[config.mk]
export PLATFORM = sky130hd
export DESIGN_NAME = mersenne_rolling_hash_unit
export DESIGN_NICKNAME = d
export VERILOG_FILES = /design/src/rtl/core/mrh_pkg.sv /design/src/rtl/core/mrh_front.sv /design/src/rtl/core/mrh_queue.sv /design/src/rtl/core/mrh_back.sv /design/src/rtl/core/mersenne_rolling_hash_unit.sv
export SDC_FILE = /design/constraint.sdc
export NUM_CORES = 2
export LEC_CHECK = 0
export BUFFER_PORTS_ARGS = -buffer_cell sky130_fd_sc_hd__clkbuf_2
export CELL_PAD_IN_SITES_DETAIL_PLACEMENT = 1
export CELL_PAD_IN_SITES_GLOBAL_PLACEMENT = 2
export CORE_MARGIN = 1
export CORE_UTILIZATION = 37
export DETAILED_ROUTE_END_ITERATION = 6
export PLACE_DENSITY_LB_ADDON = 0.1
export SLEW_MARGIN = 20
export SYNTH_ARGS = -nofsm -noshare
export SYNTH_HDL_FRONTEND = slang
export SYNTH_SLANG_ARGS = --single-unit
[constraint.sdc]
create_clock -name clk -period 9.4 [get_ports clk]
set_input_delay 0.47 -clock clk [delete_from_list [all_inputs] [get_ports clk]]
set_output_delay 0.47 -clock clk [all_outputs]
set_load 0.05 [all_outputs]
[src/rtl/core/mrh_pkg.sv]
// Shared types and constants of the Mersenne rolling hash unit.
package mrh_pkg;

  localparam int MERSENNE_EXP_DEF = 61;
  localparam int HASH_W           = 61;
  localparam int SYM_W            = 32;
  localparam int FUNC_W           = 2;
  localparam int REG_IDX_W        = 1;
  localparam int QUEUE_DEPTH      = 2;

  // Operation codes, equal to the func codes of the input channel.
  localparam logic [FUNC_W-1:0] OP_CLEAR = 2'd0;
  localparam logic [FUNC_W-1:0] OP_LOAD  = 2'd1;
  localparam logic [FUNC_W-1:0] OP_ROLL  = 2'd2;
  localparam logic [FUNC_W-1:0] OP_HOLD  = 2'd3;

  // Configuration register indexes.
  localparam logic [REG_IDX_W-1:0] REG_BASE = 1'b0;
  localparam logic [REG_IDX_W-1:0] REG_DROP = 1'b1;

  // One classified item, with both symbols already reduced modulo the prime.
  typedef struct packed {
    logic [FUNC_W-1:0] op;
    logic [SYM_W-1:0]  sym_in;
    logic [SYM_W-1:0]  sym_out;
  } mrh_item_t;

endpackage

[src/rtl/core/mrh_front.sv]
// Input stage: decodes the operation and reduces both symbols modulo the prime.
module mrh_front #(
  parameter int MERSENNE_EXP = mrh_pkg::MERSENNE_EXP_DEF
) (
  input  logic                       in_valid,
  output logic                       in_ready,
  input  logic [mrh_pkg::FUNC_W-1:0] func,
  input  logic [mrh_pkg::SYM_W-1:0]  symbol_in,
  input  logic [mrh_pkg::SYM_W-1:0]  symbol_out,
  output logic                       push_valid,
  input  logic                       push_ready,
  output mrh_pkg::mrh_item_t         push_item
);
  import mrh_pkg::*;

  localparam int E = MERSENNE_EXP;
  localparam logic [E-1:0] PRIME   = '1;
  localparam logic [63:0]  PRIME64 = 64'(PRIME);

  logic [63:0] in64;
  logic [63:0] out64;
  logic [63:0] in_sum;
  logic [63:0] out_sum;
  logic [FUNC_W-1:0] op;

  // A 32-bit symbol folds once; the sum stays below twice the prime.
  assign in64    = 64'(symbol_in);
  assign out64   = 64'(symbol_out);
  assign in_sum  = (in64 & PRIME64) + (in64 >> E);
  assign out_sum = (out64 & PRIME64) + (out64 >> E);

  always_comb begin
    case (func)
      OP_CLEAR: op = OP_CLEAR;
      OP_LOAD:  op = OP_LOAD;
      OP_ROLL:  op = OP_ROLL;
      default:  op = OP_HOLD;
    endcase
  end

  assign push_item.op      = op;
  assign push_item.sym_in  = (in_sum >= PRIME64) ? 32'(in_sum - PRIME64) : 32'(in_sum);
  assign push_item.sym_out = (out_sum >= PRIME64) ? 32'(out_sum - PRIME64) : 32'(out_sum);

  assign push_valid = in_valid;
  assign in_ready   = push_ready;

endmodule

[src/rtl/core/mrh_queue.sv]
// Short queue of classified items between the input stage and the hash engine.
module mrh_queue (
  input  logic               clk,
  input  logic               rst,
  input  logic               push_valid,
  output logic               push_ready,
  input  mrh_pkg::mrh_item_t push_item,
  output logic               pop_valid,
  input  logic               pop_ready,
  output mrh_pkg::mrh_item_t pop_item
);
  import mrh_pkg::*;

  localparam int PTR_W = (QUEUE_DEPTH > 1) ? $clog2(QUEUE_DEPTH) : 1;
  localparam int CNT_W = $clog2(QUEUE_DEPTH + 1);

  mrh_item_t        slots [QUEUE_DEPTH];
  logic [PTR_W-1:0] wr_ptr;
  logic [PTR_W-1:0] rd_ptr;
  logic [CNT_W-1:0] count;
  logic             push_fire;
  logic             pop_fire;

  assign push_ready = (count != CNT_W'(QUEUE_DEPTH));
  assign pop_valid  = (count != '0);
  assign pop_item   = slots[rd_ptr];
  assign push_fire  = push_valid && push_ready;
  assign pop_fire   = pop_valid && pop_ready;

  always_ff @(posedge clk) begin
    if (push_fire) begin
      slots[wr_ptr] <= push_item;
    end
  end

  always_ff @(posedge clk) begin
    if (rst) begin
      wr_ptr <= '0;
      rd_ptr <= '0;
      count  <= '0;
    end else begin
      if (push_fire) begin
        wr_ptr <= (wr_ptr == PTR_W'(QUEUE_DEPTH - 1)) ? '0 : wr_ptr + 1'b1;
      end
      if (pop_fire) begin
        rd_ptr <= (rd_ptr == PTR_W'(QUEUE_DEPTH - 1)) ? '0 : rd_ptr + 1'b1;
      end
      if (push_fire && !pop_fire) begin
        count <= count + 1'b1;
      end else if (pop_fire && !push_fire) begin
        count <= count - 1'b1;
      end
    end
  end

endmodule

[src/rtl/core/mrh_back.sv]
// Hash engine: configuration registers, hash state, modular multiply sequencer and result register.
module mrh_back #(
  parameter int MERSENNE_EXP = mrh_pkg::MERSENNE_EXP_DEF
) (
  input  logic                          clk,
  input  logic                          rst,
  input  logic                          cfg_write,
  input  logic [mrh_pkg::REG_IDX_W-1:0] cfg_index,
  input  logic [mrh_pkg::HASH_W-1:0]    cfg_data,
  input  logic                          item_valid,
  output logic                          item_ready,
  input  mrh_pkg::mrh_item_t            item,
  output logic                          out_valid,
  input  logic                          out_ready,
  output logic [mrh_pkg::HASH_W-1:0]    digest
);
  import mrh_pkg::*;

  localparam int E     = MERSENNE_EXP;
  localparam int ACC_W = 2 * E;
  localparam logic [E-1:0] PRIME    = '1;
  localparam logic [E:0]   PRIME_X  = {1'b0, PRIME};
  localparam logic [E:0]   PRIME_2X = {PRIME, 1'b0};

  localparam logic [2:0] ST_IDLE = 3'd0;
  localparam logic [2:0] ST_MUL  = 3'd1;
  localparam logic [2:0] ST_ACC  = 3'd2;
  localparam logic [2:0] ST_FOLD = 3'd3;
  localparam logic [2:0] ST_RED  = 3'd4;
  localparam logic [2:0] ST_SUB  = 3'd5;
  localparam logic [2:0] ST_FIN  = 3'd6;

  logic [2:0]        state;
  logic [1:0]        cnt;
  logic              pass;
  logic [FUNC_W-1:0] op;
  logic [E-1:0]      sym_in_r;
  logic [E-1:0]      hash;
  logic [E-1:0]      base_r;
  logic [E-1:0]      drop_r;
  logic [E-1:0]      opa;
  logic [E-1:0]      opb;
  logic [63:0]       pp;
  logic [1:0]        pp_k;
  logic              pp_vld;
  logic [ACC_W-1:0]  acc;
  logic [E:0]        fsum;
  logic [E-1:0]      m;
  logic [E-1:0]      out_hash;

  logic [63:0]      a64;
  logic [63:0]      b64;
  logic [31:0]      mul_a;
  logic [31:0]      mul_b;
  logic [63:0]      product;
  logic [127:0]     pp_wide;
  logic [127:0]     pp_shifted;
  logic [ACC_W-1:0] acc_next;
  logic [E:0]       fold_sum;
  logic [E-1:0]     red_val;
  logic [E:0]       diff;
  logic [E:0]       fin_sum;
  logic [E-1:0]     res;
  logic [63:0]      item_in64;
  logic [63:0]      item_out64;
  logic [E:0]       cfg_fold;
  logic [E-1:0]     cfg_red;
  logic             fin_go;

  // One 32x32 partial product per cycle; cnt picks the operand halves.
  assign a64     = 64'(opa);
  assign b64     = 64'(opb);
  assign mul_a   = cnt[1] ? a64[63:32] : a64[31:0];
  assign mul_b   = cnt[0] ? b64[63:32] : b64[31:0];
  assign product = mul_a * mul_b;

  assign pp_wide = {64'd0, pp};
  always_comb begin
    case (pp_k)
      2'd0:    pp_shifted = pp_wide;
      2'd3:    pp_shifted = pp_wide << 64;
      default: pp_shifted = pp_wide << 32;
    endcase
  end
  assign acc_next = acc + pp_shifted[ACC_W-1:0];

  // Since 2^E is 1 modulo the prime, the upper half of the product adds onto the lower.
  assign fold_sum = (E+1)'(acc[E-1:0]) + (E+1)'(acc[ACC_W-1:E]);

  always_comb begin
    if (fsum >= PRIME_2X) begin
      red_val = E'(fsum - PRIME_2X);
    end else if (fsum >= PRIME_X) begin
      red_val = E'(fsum - PRIME_X);
    end else begin
      red_val = E'(fsum);
    end
  end

  // Remove the leaving symbol's weight from the hash.
  assign diff = (hash >= m) ? ({1'b0, hash} - {1'b0, m})
                            : ({1'b0, hash} + PRIME_X - {1'b0, m});

  assign fin_sum = {1'b0, m} + {1'b0, sym_in_r};
  always_comb begin
    case (op)
      OP_CLEAR: res = '0;
      OP_LOAD,
      OP_ROLL:  res = (fin_sum >= PRIME_X) ? E'(fin_sum - PRIME_X) : E'(fin_sum);
      default:  res = hash;
    endcase
  end

  assign item_in64  = 64'(item.sym_in);
  assign item_out64 = 64'(item.sym_out);

  // Register values are reduced as they are written.
  assign cfg_fold = (E+1)'(cfg_data[E-1:0]) + (E+1)'(cfg_data >> E);
  assign cfg_red  = (cfg_fold >= PRIME_X) ? E'(cfg_fold - PRIME_X) : E'(cfg_fold);

  assign fin_go     = !out_valid || out_ready;
  assign item_ready = (state == ST_IDLE);
  assign digest     = HASH_W'(out_hash);

  always_ff @(posedge clk) begin
    if (rst) begin
      base_r <= E'(256);
      drop_r <= E'(1);
    end else if (cfg_write) begin
      case (cfg_index)
        REG_BASE: base_r <= cfg_red;
        REG_DROP: drop_r <= cfg_red;
        default: begin
        end
      endcase
    end
  end

  always_ff @(posedge clk) begin
    pp     <= product;
    pp_k   <= cnt;
    fsum   <= fold_sum;
    if (state == ST_RED) begin
      m <= red_val;
    end
    if ((state == ST_IDLE && item_valid) || state == ST_SUB) begin
      acc <= '0;
    end else if (pp_vld) begin
      acc <= acc_next;
    end
    if (state == ST_IDLE && item_valid) begin
      op       <= item.op;
      sym_in_r <= item_in64[E-1:0];
      if (item.op == OP_ROLL) begin
        opa  <= drop_r;
        opb  <= item_out64[E-1:0];
        pass <= 1'b0;
      end else begin
        opa  <= hash;
        opb  <= base_r;
        pass <= 1'b1;
      end
    end else if (state == ST_SUB) begin
      opa  <= diff[E-1:0];
      opb  <= base_r;
      pass <= 1'b1;
    end
    if (state == ST_FIN && fin_go) begin
      out_hash <= res;
    end
  end

  always_ff @(posedge clk) begin
    if (rst) begin
      state     <= ST_IDLE;
      cnt       <= '0;
      pp_vld    <= 1'b0;
      hash      <= '0;
      out_valid <= 1'b0;
    end else begin
      pp_vld <= (state == ST_MUL);
      if (state == ST_FIN && fin_go) begin
        out_valid <= 1'b1;
      end else if (out_ready) begin
        out_valid <= 1'b0;
      end
      case (state)
        ST_IDLE: begin
          cnt <= '0;
          if (item_valid) begin
            if (item.op == OP_LOAD || item.op == OP_ROLL) begin
              state <= ST_MUL;
            end else begin
              state <= ST_FIN;
            end
          end
        end
        ST_MUL: begin
          cnt <= cnt + 1'b1;
          if (cnt == 2'd3) begin
            state <= ST_ACC;
          end
        end
        ST_ACC: begin
          state <= ST_FOLD;
        end
        ST_FOLD: begin
          state <= ST_RED;
        end
        ST_RED: begin
          state <= pass ? ST_FIN : ST_SUB;
        end
        ST_SUB: begin
          cnt   <= '0;
          state <= ST_MUL;
        end
        ST_FIN: begin
          if (fin_go) begin
            hash  <= res;
            state <= ST_IDLE;
          end
        end
        default: begin
          state <= ST_IDLE;
        end
      endcase
    end
  end

endmodule

[src/rtl/core/mersenne_rolling_hash_unit.sv]
// Karp-Rabin rolling hash modulo 2^MERSENNE_EXP - 1: clear, load one symbol, or roll the window.
// In the hash engine a load forms one modular product and a roll two in sequence; a clear or
// an unused operation code forms none. The engine has a single 32x32 multiplier, which
// builds each modular product from four partial products, followed by accumulate, fold and
// reduce steps. Items are handled one at a time, while a two-entry input queue and the
// result register let the input and output sides stall on their own. Both configuration
// registers are reduced modulo the prime as they are written and may only be written while
// the unit is idle.
module mersenne_rolling_hash_unit #(
  parameter int MERSENNE_EXP = mrh_pkg::MERSENNE_EXP_DEF
) (
  input  logic                          clk,
  input  logic                          rst,
  input  logic                          cfg_write,
  input  logic [mrh_pkg::REG_IDX_W-1:0] cfg_index,
  input  logic [mrh_pkg::HASH_W-1:0]    cfg_data,
  input  logic                          in_valid,
  output logic                          in_ready,
  input  logic [mrh_pkg::FUNC_W-1:0]    func,
  input  logic [mrh_pkg::SYM_W-1:0]     symbol_in,
  input  logic [mrh_pkg::SYM_W-1:0]     symbol_out,
  output logic                          out_valid,
  input  logic                          out_ready,
  output logic [mrh_pkg::HASH_W-1:0]    digest
);
  import mrh_pkg::*;

  logic      push_valid;
  logic      push_ready;
  mrh_item_t push_item;
  logic      pop_valid;
  logic      pop_ready;
  mrh_item_t pop_item;

  mrh_front #(
    .MERSENNE_EXP(MERSENNE_EXP)
  ) u_front (
    .in_valid  (in_valid),
    .in_ready  (in_ready),
    .func      (func),
    .symbol_in (symbol_in),
    .symbol_out(symbol_out),
    .push_valid(push_valid),
    .push_ready(push_ready),
    .push_item (push_item)
  );

  mrh_queue u_queue (
    .clk       (clk),
    .rst       (rst),
    .push_valid(push_valid),
    .push_ready(push_ready),
    .push_item (push_item),
    .pop_valid (pop_valid),
    .pop_ready (pop_ready),
    .pop_item  (pop_item)
  );

  mrh_back #(
    .MERSENNE_EXP(MERSENNE_EXP)
  ) u_back (
    .clk       (clk),
    .rst       (rst),
    .cfg_write (cfg_write),
    .cfg_index (cfg_index),
    .cfg_data  (cfg_data),
    .item_valid(pop_valid),
    .item_ready(pop_ready),
    .item      (pop_item),
    .out_valid (out_valid),
    .out_ready (out_ready),
    .digest    (digest)
  );

endmodule

==> impl_metrics.toml <==
[status]
status = "finished, violations left"
violations = "design-rule violations"

[worst_setup_path]
start_kind = "register"
worstPathArrival_ps = 9660
critPathKind = "register to register"
rr_worst_depth = 27
required_ps = 10080
critPathMaxFanout = 20
endpoint_kind = "register"

[timing]
final.period_utilization_pct = 95.6
worst_slew_pin_slew_ps = 1070
fin_setup_tns_ps = 0
rsz0062_at_grt = "no"
finalHoldViolCount = 0
clock_skew_ps = 92.0
maxSlewViolCount = 0
max_freq_mhz = 111
setup_viol = 0
fin_crit_ps = 8980
slew_headroom_pct = 26.6

[die]
initial_core_util_pct = 37.3
num_io_pins = 196
fp.dieW_microns = 475
die_area_sq_um = 226000
die_h_microns = 475
rows = 173
fp.coreArea_sq_um = 223000

[drt]
drtAntennaViolNets = 0
drt_iter0_drc = 5879
dr.pass1.iters = 7
routed_wl_mm = 356
via_per_inst = 5.56
vias = 69729
drcViolationCount = 1
wire_per_inst_microns = 28.4

[synth]
syn-num-nets = 10899
synth_top_family_by_area = "adder cells"
ys.flop_type = "dfxtp_1"
synthCells = 9315
syn_area_sq_um = 82900
ys_types = 86
synth-simple-area-share_pct = 16.0
ys_seq_area_share_pct = 25.6
postSynthRegisterBits = 856
synth-compound-area-share_pct = 12.7
synth_mux_area_share_pct = 4.23
synth_fa_ha_area_share_pct = 30.1
synth-xor-area-share_pct = 4.40
synth_edf_count = 411
yosysWarningCount = 0
synth.avg_cell_area_sq_um = 8.90
async_reset_ff_share_pct = 0

[cells_and_area]
area_growth_pct = 12.2
mostFrequentLayoutCell = "inv_1"
nFillCells = 25806
multi_input_area_sq_um = 56200
nNetsFinal = 11049
seqCellArea_sq_um = 21300
drive_gt1_share_pct = 8.55
final_cell_mix = "inv_1, nand2_1, nor2_1"

[clock_tree]
clk_pin_slew_worst_paths_ps = 60
clock_latency_ps = 790
tritoncts = "yes"
htree_levels = 3
clkSinkCount = 856
cts-root-buf = "clkbuf_16"
numCtsBuffers = 102
clockBufferDepth = 3

[global_routing]
grt_pass1_wl_mm = 516
grt_max_degree = 110
grt_util_all_layers_pct = 31.5
grt-ovfl-total = 0
grt_pass1_vias = 72520
grt_antenna_before_repair = 18

[run]
drv_cap = 0

[worst_hold_path]
min_path_cells = 3
hp-class = "input pin to register"

[place]
io_buffers = 195
place.gp.congestion = 0.975
dp_hpwl_mm = 287
[synthesized netlist by cell type, drive strengths merged (17+ instances only)]
| library cell | instances | area share, % |
|---|---|---|
| a22oi | 18 | 0.16 |
| nor4 | 27 | 0.20 |
| and3 | 60 | 0.45 |
| xor2 | 131 | 1.4 |
| nor2b | 58 | 0.44 |
| inv | 1086 | 4.9 |
| nor2 | 1056 | 4.8 |
| dfxtp | 445 | 11 |
| xnor2 | 286 | 3.0 |
| o31ai | 21 | 0.20 |
| a22o | 48 | 0.51 |
| and2 | 113 | 0.85 |
| nand2b | 58 | 0.44 |
| ha | 550 | 8.3 |
| nand2 | 1062 | 4.8 |
| nand4 | 148 | 1.1 |
| mux2i | 232 | 2.8 |
| a211oi | 45 | 0.42 |
| nor3 | 71 | 0.43 |
| or2 | 20 | 0.15 |
| fa | 901 | 22 |
| o21bai | 83 | 0.76 |
| clkbuf | 411 | 1.9 |
| a31oi | 51 | 0.38 |
| edfxtp | 411 | 15 |
| nand3 | 238 | 1.4 |
| a21oi | 589 | 3.6 |
| o21a | 39 | 0.35 |
| and4 | 18 | 0.19 |
| a21boi | 17 | 0.15 |
| buf | 61 | 0.31 |
| mux2 | 105 | 1.4 |
| o21ai | 406 | 2.5 |
| a21o | 233 | 2.1 |
| or3 | 30 | 0.23 |
[state kept, by name, indices dropped and copies added, names as in the netlist, 3 cells and up, named ones only]
register and cells:
u_back.fsum 62, u_back.hash 61, u_back.drop_r 61, u_back.acc 122, u_back.digest 61, u_back.pp 64, u_back.opa 61, u_back.m 61
u_queue.slots 132, u_back.sym_in_r 32, u_back.state 3, u_back.opb 61, u_back.base_r 61
[worst max-delay path: stages (launching register included)]
cell and delay (ps):
dfxtp_4 480, buf_4 160, buf_4 160, mux2i_2 270
buf_12 240, nor2_1 140, fa_1 520, fa_1 520
fa_1 560, fa_1 530, fa_1 530, fa_1 520
fa_1 550, inv_1 60, fa_1 670, inv_1 70
ha_1 360, a21o_1 170, a21oi_1 210, o21ai_0 130
or3_1 330, a21oi_2 170, nor2_1 110, o41a_1 430
o31ai_1 430, o21ai_0 180, a21o_1 210, xor2_1 140
[cell type report]
cell class	count	share of cell area [%]
antenna	9	0.0242
sequential	856	22.8
inverter	1086	4.39
timing repair buffer	518	4.59
tap	2975	4.00
clock inverter	45	0.570
clock buffer	148	3.23
multi-input combinational	6901	60.4
[layer usage]
layer  share of wire (%)  wire (microns)  vias to the layer above  global-route usage [%]
met5               0.016              57                        -                       0
met4                 4.0           14100                       10                    10.7
met3                 5.8           20800                      491                    4.32
met2                  44          156000                     2057                    48.2
met1                  46          165000                    35883                    45.3
li1                    -               -                    31288                       -
[path summary, 6_finish.rpt]
path,slack (ps),to,startpoint
setup / recovery,420,u_back.pp[48],u_back.cnt[1]
hold / removal,50,u_back.base_r[27],cfg_data[27]
setup reg to reg,420,u_back.pp[48],u_back.cnt[1]
hold reg to reg,450,u_back.base_r[46],u_back.base_r[46]
[cells by family after synthesis]
family	count (synthesis)
flip-flops	856
AND/OR/NAND/NOR	3001
multiplexers	337
XOR/XNOR	417
buffers and inverters	1558
adder cells (fa/ha/maj)	1451
AO/OA/AOI/OAI	1695
[stage by stage]
stage	setup WS [ps]	utilization (%)	hold slack (ps)	instances	area [sq um]
3_5_place_dp	28.7	39.7	446	12218	88300
5_1_grt	3.04	41.8	33.2	12530	93000
2_1_floorplan	331	-	354	9315	82900
4_1_cts	108	41.7	2.27	12510	92800
3_3_place_gp	183	39.7	436	12218	88300
6_report	415	41.8	48.3	12538	93100
[timing repair]
| action | CTS | global route |
|---|---|---|
| endpoints found under the setup margin | 0 | 10 |
| resized for setup | 0 | 14 |
| hold buffers | 99 | 0 |
| hold endpoints to repair | 182 | 0 |
| buffers inserted | 0 | 16 |
Power is left out: the tool's default activity adds up to more than one toggle a clock period on the data nets, which glitch-free logic cannot reach.
